### config.mk
export PLATFORM = sky130hd
export DESIGN_NAME = nmsh_mul
export DESIGN_NICKNAME = d
export VERILOG_FILES = /design/src/hdl/nmsh_pkg.sv /design/src/hdl/nmsh_mul.sv
export SDC_FILE = /design/constraint.sdc
export NUM_CORES = 2
export LEC_CHECK = 0
export BUFFER_PORTS_ARGS = -buffer_cell sky130_fd_sc_hd__buf_4
export CAP_MARGIN = 10
export CELL_PAD_IN_SITES_DETAIL_PLACEMENT = 1
export CELL_PAD_IN_SITES_GLOBAL_PLACEMENT = 1
export CORE_MARGIN = 4
export CORE_UTILIZATION = 50
export CTS_BUF_LIST = sky130_fd_sc_hd__clkbuf_16
export DETAILED_ROUTE_END_ITERATION = 8
export PLACE_DENSITY = 0.9
export RECOVER_POWER = 25
export SLEW_MARGIN = 10
export SYNTH_ARGS = -nofsm -noshare
export SYNTH_HDL_FRONTEND = slang
export SYNTH_SLANG_ARGS = --single-unit
### constraint.sdc
create_clock -name clk -period 15.55 [get_ports clk]
set_input_delay 1.555 -clock clk [delete_from_list [all_inputs] [get_ports clk]]
set_output_delay 1.555 -clock clk [all_outputs]
set_load 0.02 [all_outputs]
### src/hdl/nmsh_pkg.sv
package nmsh_pkg;

  localparam int COORD_W   = 33;
  localparam int ID_W      = 32;
  localparam int KIND_W    = 3;
  localparam int DIST_W    = 25;
  localparam int PADDR_W   = 4;
  localparam int MUL_W     = 70;
  localparam int MUL_DIG   = 14;
  localparam int MUL_STEPS = MUL_W / MUL_DIG;
  localparam int PROD_W    = 2 * MUL_W;
  localparam int DIV_STEPS = 26;

  typedef enum logic [1:0] {
    OP_CLEAR      = 2'd0,
    OP_ADD_MARKER = 2'd1,
    OP_ADD_SEG    = 2'd2,
    OP_QUERY      = 2'd3
  } op_t;

  typedef enum logic [1:0] {
    ST_NO_HIT = 2'd0,
    ST_HIT    = 2'd1,
    ST_LOADED = 2'd2,
    ST_FULL   = 2'd3
  } status_t;

  localparam logic [1:0] REG_ZOOM = 2'd0;
  localparam logic [1:0] REG_PIPE = 2'd1;
  localparam logic [1:0] REG_LINK = 2'd2;

  localparam logic [4:0] ZOOM_BOX40 = 5'd19;
  localparam logic [4:0] ZOOM_BOX30 = 5'd18;
  localparam logic [4:0] ZOOM_BOX20 = 5'd17;
  localparam logic [9:0] HALF_40    = 10'd320;
  localparam logic [9:0] HALF_30    = 10'd240;
  localparam logic [9:0] HALF_20    = 10'd160;
  localparam logic [9:0] HALF_10    = 10'd80;
  localparam logic [7:0] LINK_RESET = 8'd7;

  typedef struct packed {
    logic signed [COORD_W-1:0] x;
    logic signed [COORD_W-1:0] y;
    logic [ID_W-1:0]           id;
    logic [KIND_W-1:0]         kind;
  } marker_entry_t;

  typedef struct packed {
    logic signed [COORD_W-1:0] sx;
    logic signed [COORD_W-1:0] sy;
    logic signed [COORD_W-1:0] ex;
    logic signed [COORD_W-1:0] ey;
    logic [ID_W-1:0]           id;
    logic [KIND_W-1:0]         kind;
    logic                      pipe;
  } seg_entry_t;

  typedef struct packed {
    logic                      start;
    logic signed [COORD_W-1:0] qx;
    logic signed [COORD_W-1:0] qy;
    logic signed [COORD_W-1:0] sx;
    logic signed [COORD_W-1:0] sy;
    logic signed [COORD_W-1:0] ex;
    logic signed [COORD_W-1:0] ey;
    logic [DIST_W-1:0]         limit;
  } seg_req_t;

  typedef struct packed {
    logic              done;
    logic              hit;
    logic [DIST_W-1:0] sq_dist;
  } seg_rsp_t;

  function automatic logic signed [COORD_W:0] sx34(logic signed [COORD_W-1:0] v);
    return {v[COORD_W-1], v};
  endfunction

  function automatic logic [9:0] half_width(logic [4:0] zoom);
    logic [9:0] hw;
    priority if (zoom == ZOOM_BOX40) hw = HALF_40;
    else if (zoom == ZOOM_BOX30) hw = HALF_30;
    else if (zoom == ZOOM_BOX20) hw = HALF_20;
    else hw = HALF_10;
    return hw;
  endfunction

endpackage

### src/hdl/nmsh_mul.sv
module nmsh_mul (
  input  logic                         clk,
  input  logic                         rst,
  input  logic                         start,
  input  logic [nmsh_pkg::MUL_W-1:0]  a,
  input  logic [nmsh_pkg::MUL_W-1:0]  b,
  output logic                         done,
  output logic [nmsh_pkg::PROD_W-1:0] prod
);

  import nmsh_pkg::*;

  logic [MUL_W-1:0]         a_q;
  logic [MUL_W-1:0]         b_q;
  logic [PROD_W-1:0]        acc;
  logic [2:0]               cnt;
  logic                     run;
  logic [MUL_W+MUL_DIG-1:0] pp;

  assign pp   = {{MUL_DIG{1'b0}}, a_q} * {{MUL_W{1'b0}}, b_q[MUL_W-1 -: MUL_DIG]};
  assign prod = acc;

  always_ff @(posedge clk) begin
    if (rst) begin
      run  <= 1'b0;
      done <= 1'b0;
      cnt  <= '0;
    end else begin
      done <= 1'b0;
      if (start) begin
        a_q <= a;
        b_q <= b;
        acc <= '0;
        cnt <= '0;
        run <= 1'b1;
      end else if (run) begin
        acc <= (acc << MUL_DIG) + {{(PROD_W-MUL_W-MUL_DIG){1'b0}}, pp};
        b_q <= b_q << MUL_DIG;
        cnt <= cnt + 3'd1;
        if (cnt == 3'(MUL_STEPS - 1)) begin
          run  <= 1'b0;
          done <= 1'b1;
        end
      end
    end
  end

endmodule

---- Word level (Yosys, flattened, before mapping) ----
Cells that the tools add are included.
operators by class
  add/subtract/negate cells ............... 2
  multiply operators ...................... 1
  eq/ne operators ......................... 1
  mux-type cells .......................... 7
  bitwise logic cells ..................... 2
  reductions and logical operators ........ 5
operator list
  cell                                          count
  adder 140 x 84 -> 140 bit                     1
  two-way mux 140 bit                           1
  two-way mux 70 bit                            2
  multiplier 70 x 14 -> 84 bit                  1
  two-way mux 1 bit                             4
  AND reduction 2 bit                           2
  adder 3 x 1 -> 3 bit (second input constant)  1
  equality test 3 bit (second input constant)   1
  OR reduction 3 bit                            1
  NOT 1 bit                                     2
  nonzero test 2 bit                            1
  OR reduction 2 bit                            1
word-level totals
  bits in registers ....................... 285
  input bits .............................. 143
  output and inout port bits .............. 141
  logic and storage cells ................. 24

---- Logic depth before layout (Yosys ltp) ----
  depth in word-level cells ............... 4
  depth in mapped cells ................... 28
  depth with buffers taken out ............ 24

---- Worst setup path after synthesis ----
Ideal clock, no wire load.
  kind .................................... input-to-reg
  start point ............................. input port start
  end point ............................... register b_q[0] (enable)
  setup time .............................. 0.785 ns
  arrival time ............................ 11.119 ns
  data required time ...................... 14.765 ns
  setup slack ............................. 3.646 ns
  stages .................................. 5
  buffers on the path ..................... 3
  path through ............................ clkbuf_1 clkbuf_1 buf_1 nor2_1 nor2_1
on the way
  longest elaborated chain between the ends .. 2
ends and longest elaborated chain
  item                           RTL line        source
  start, declared                nmsh_mul.sv:4   input logic start,
  nonzero test 2 bit (no line)   -
  AND reduction 2 bit (no line)  -
  end signal, assigned           nmsh_mul.sv:38  b_q <= b_q << MUL_DIG;
  end, declared                  nmsh_mul.sv:14  logic [MUL_W-1:0] b_q;
No other way between the ends.
A chain may end at the register's enable or synchronous reset.

---- Final worst setup path ----
  start point ............................. register b_q[69]
  end point ............................... register acc[118] (netlist: prod[118]), data pin
on the way
  longest elaborated chain between the ends .. 3
ends and longest elaborated chain
  item                          RTL line        source
  multiplier 70 x 14 -> 84 bit  nmsh_mul.sv:20  assign pp = {{MUL_DIG{1'b0}}, a_q} * {{MUL_W{1'b0}}, b_q[MUL_W-1 -: MUL_DIG]};
  adder 140 x 84 -> 140 bit     nmsh_mul.sv:37  acc <= (acc << MUL_DIG) + {{(PROD_W-MUL_W-MUL_DIG){1'b0}}, pp};
  two-way mux 140 bit           nmsh_mul.sv:36  end else if (run) begin
  end signal, assigned          nmsh_mul.sv:37
  end, declared                 nmsh_mul.sv:15  logic [PROD_W-1:0] acc;
No other way between the ends. The select of a mux whose other input is x is not followed.

==> metrics.md <==
| Metric | Value |
|---|---|
| RSZ-0062 raised after global routing | `false` |
| Slew Viols, Final | `about 290` |
| Final setup viols | `0` |
| DRT antenna net count | `0` |
| Cell count after synthesis | `about 4400` |
| Core Region | `0.0855 mm²` |
| Cells along the critical path | `buf_4 > and2_1 > fa_1 > fa_1 > fa_1 > fa_1 > fa_1 > inv_1 > fa_1 > inv_1 > ha_1 > a21o_1 > a31oi_1 > o21ai_0 > a21o_1 > o32ai_1 > o21ai_0 > o211a_1 > nor2_1 > or4_1 > a21oi_1` |
| # nets final | `about 5700` |
| Via density | `5.98` |
| Resized cells post-CTS | `0` |
| Synthesized flop and latch total | `between 200 and 300` |
| Post-route insts no fill | `5690` |
| Inst Count DP | `5618` |
| Post-Syn Area | `0.0433 mm²` |
| Register Area | `0.00851 mm²` |
| Synth Area per Inst | `9.81 µm²` |
| Fin crit share | `58.0%` |
| Syn Nets | `5606` |
| Max-cap viol count | `5` |
| Max-slew headroom | `-184%` |
| Asr flop ratio synth | `0%` |
| CP most frequent cell | `fa_1` |
| Crit path kind | `reg -> reg` |
| Largest net degree at the start of global routing | `90` |
| DIE WIDTH | `302 µm` |
| I/O Buffers | `283` |
| Area of the multi-input gates | `0.0311 mm²` |
| Placer Congestion | `0.955` |
| Number of detailed-route iterations in the first pass | `5` |
| GRT Total Usage | `34.3%` |
| Initial DRC count | `2749` |
| CTS tree | `built` |
| Post CTS Setup Buffer Count | `0` |
| Crit start category | `flip-flop` |
| Critical Path Fanout Max | `41` |
| Root buffer cell | `clkbuf_16` |
| Commonest non-fill, non-tap cell in the layout | `fa_1` |
| Skew final | `45.2 ps` |
| WL final | `approximately 150000 µm` |
| Crit path DAT | `between 9000 and 10000 ps` |
| Met1 wire length | `54900 µm` |
| Drc violations | `0` |
| Fmax | `between 100 and 150 MHz` |
| Post-layout minimum cycle time | `9030 ps` |
| Setup TNS Final | `0 ps` |
| Area Growth Syn to Fin | `9.59%` |
| WL met3 | `12600 µm` |
| Layout cells sized above 1 | `9.69%` |
| Status | `complete, but fails checks` |
| Grt ovf | `0` |
| Failing checks | `capacitance limit, slew limit` |
| Global-route wire length before repair | `237000 µm` |
| DR top layer | `met5` |
| Prevailing post-synth register cell | `edfxtp_1` |
| Met2 wire len | `75500 µm` |
| # IOs | `284` |
| Netlist cell types | `about 70` |
| CTS Hold Bufs | `0` |
| CP max-delay cell | `edfxtp_1` |
| Critical path endpoint category | `flip-flop` |
| Num Clock Sinks | `roughly 290` |
| Dpl hpwl | `120000 µm` |
| DIE HEIGHT | `302 µm` |
| Worst Path Required | `about 16000 ps` |
| Row Count | `107` |
| Via Count | `34000` |
| Worst Tran Pin Value | `~4300 ps` |
| Initial Util | `50.6%` |
| DR WL/cell | `around 27 µm` |
| CTS Buf Count | `39` |
| H-tree levels | `2` |
| Max Root-Sink Buffers | `3` |
| Post-synth EDFFs | `280` |
| Seq/Total Area, Yosys | `19.6%` |
| Hold Crit Class | `reg -> reg` |
| Worst-Skew Late Latency | `roughly 640 ps` |
| Initial antenna violation count | `2` |
| Peak per-stage delay on the critical path | `980 ps` |
| Layout fillers | `9477` |
| Hold Fails Final Rpt | `0` |
| Most frequent cells in the layout | `fa_1, nand2_1, inv_1, and2_1, edfxtp_1` |
| Clk slew on worst S/H paths | `60 ps` |
| YS warnings | `0` |
| Die Area | `0.0914 mm²` |
| Vias in the first global route | `roughly 40000` |
[state kept, by name (all words and copies together) (netlist names)]
signal,flops
cnt,3
done,1
prod,140
a_q,70
b_q,70
run,1
[Yosys cell counts (10+ instances only)]
cell | number | share of area [%]
a21boi_0 | 10 | 0.17
xor2_1 | 45 | 0.91
fa_1 | 884 | 41
a211oi_1 | 15 | 0.26
inv_1 | 736 | 6.4
nand4_1 | 42 | 0.61
o21a_1 | 20 | 0.35
or3_1 | 16 | 0.23
nor2_1 | 182 | 1.6
mux2_2 | 59 | 1.5
o21ai_0 | 76 | 0.88
nand3_1 | 34 | 0.39
clkbuf_1 | 229 | 2.0
and2_1 | 366 | 5.3
xnor2_1 | 66 | 1.3
edfxtp_1 | 280 | 19
nand2_1 | 757 | 6.6
a21oi_1 | 132 | 1.5
a31oi_1 | 19 | 0.27
nor3_1 | 26 | 0.30
buf_1 | 30 | 0.26
and3_1 | 28 | 0.40
o31ai_1 | 15 | 0.26
a21o_1 | 49 | 0.85
nor2b_1 | 15 | 0.22
o21bai_1 | 16 | 0.28
ha_1 | 162 | 4.7
[area by class of cell]
type                            instances  area share, %
Multi-Input combinational cell       3134           65.4
Sequential cell                       285           17.9
Clock inverter                         30          0.709
Timing Repair Buffer                  319           5.03
Clock buffer                           39           2.06
Tap cell                             1144           3.01
Inverter                              736           5.82
Antenna cell                            3         0.0158
[logic make-up (layout without fill, tap and decap cells)]
family / Yosys count / count (layout) / synth area share [%]
compound gates: 410 / 410 / 6.02
xor+xnor: 111 / 111 / 2.24
fa+ha+maj: 1046 / 1046 / 45.5
buf+inv: 998 / 1124 / 8.67
flops: 285 / 285 / 19.6
mux: 60 / 60 / 1.56
other cells: 0 / 3 / 0
simple gates: 1507 / 1507 / 16.3
[layer usage]
layer  vias to the layer above  global-route usage, %
met3                       563                   6.55
li1                      13800                      -
met4                         2                   18.4
met1                     17800                   41.5
met2                      1861                   58.4
met5                         -                      0
[path summary, 6_finish.rpt]
kind / end / start / cells past startpoint / slack (ps)
min: done / cnt[2] / 2 / 540
max: prod[118] / b_q[69] / 21 / 6520
max reg2reg: prod[118] / b_q[69] / 21 / 6520
min reg2reg: done / cnt[2] / 2 / 540
[critical path: cells and delay by family (launching register included)]
family	cells	cell delay, ps
adders and majority gates	7	3310
and+or+nand+nor	3	1450
AOI/OAI and AO/OA	8	2040
buffers and inverters	3	750
DFF	1	980
[metrics by stage]
step	hold WS (ps)	instance area [µm²]	setup WS, ps	util (%)
final	542	47500	6520	55.5
after global routing	566	47500	6090	55.5
after CTS	542	47500	6680	55.5
after detailed placement	530	46200	6690	54.0
after global placement	489	46200	6910	54.0
after floorplan	457	43300	3650	-
Power is not shown: default switching activity piles up to over one toggle a cycle in this logic, so the estimate is an artifact.
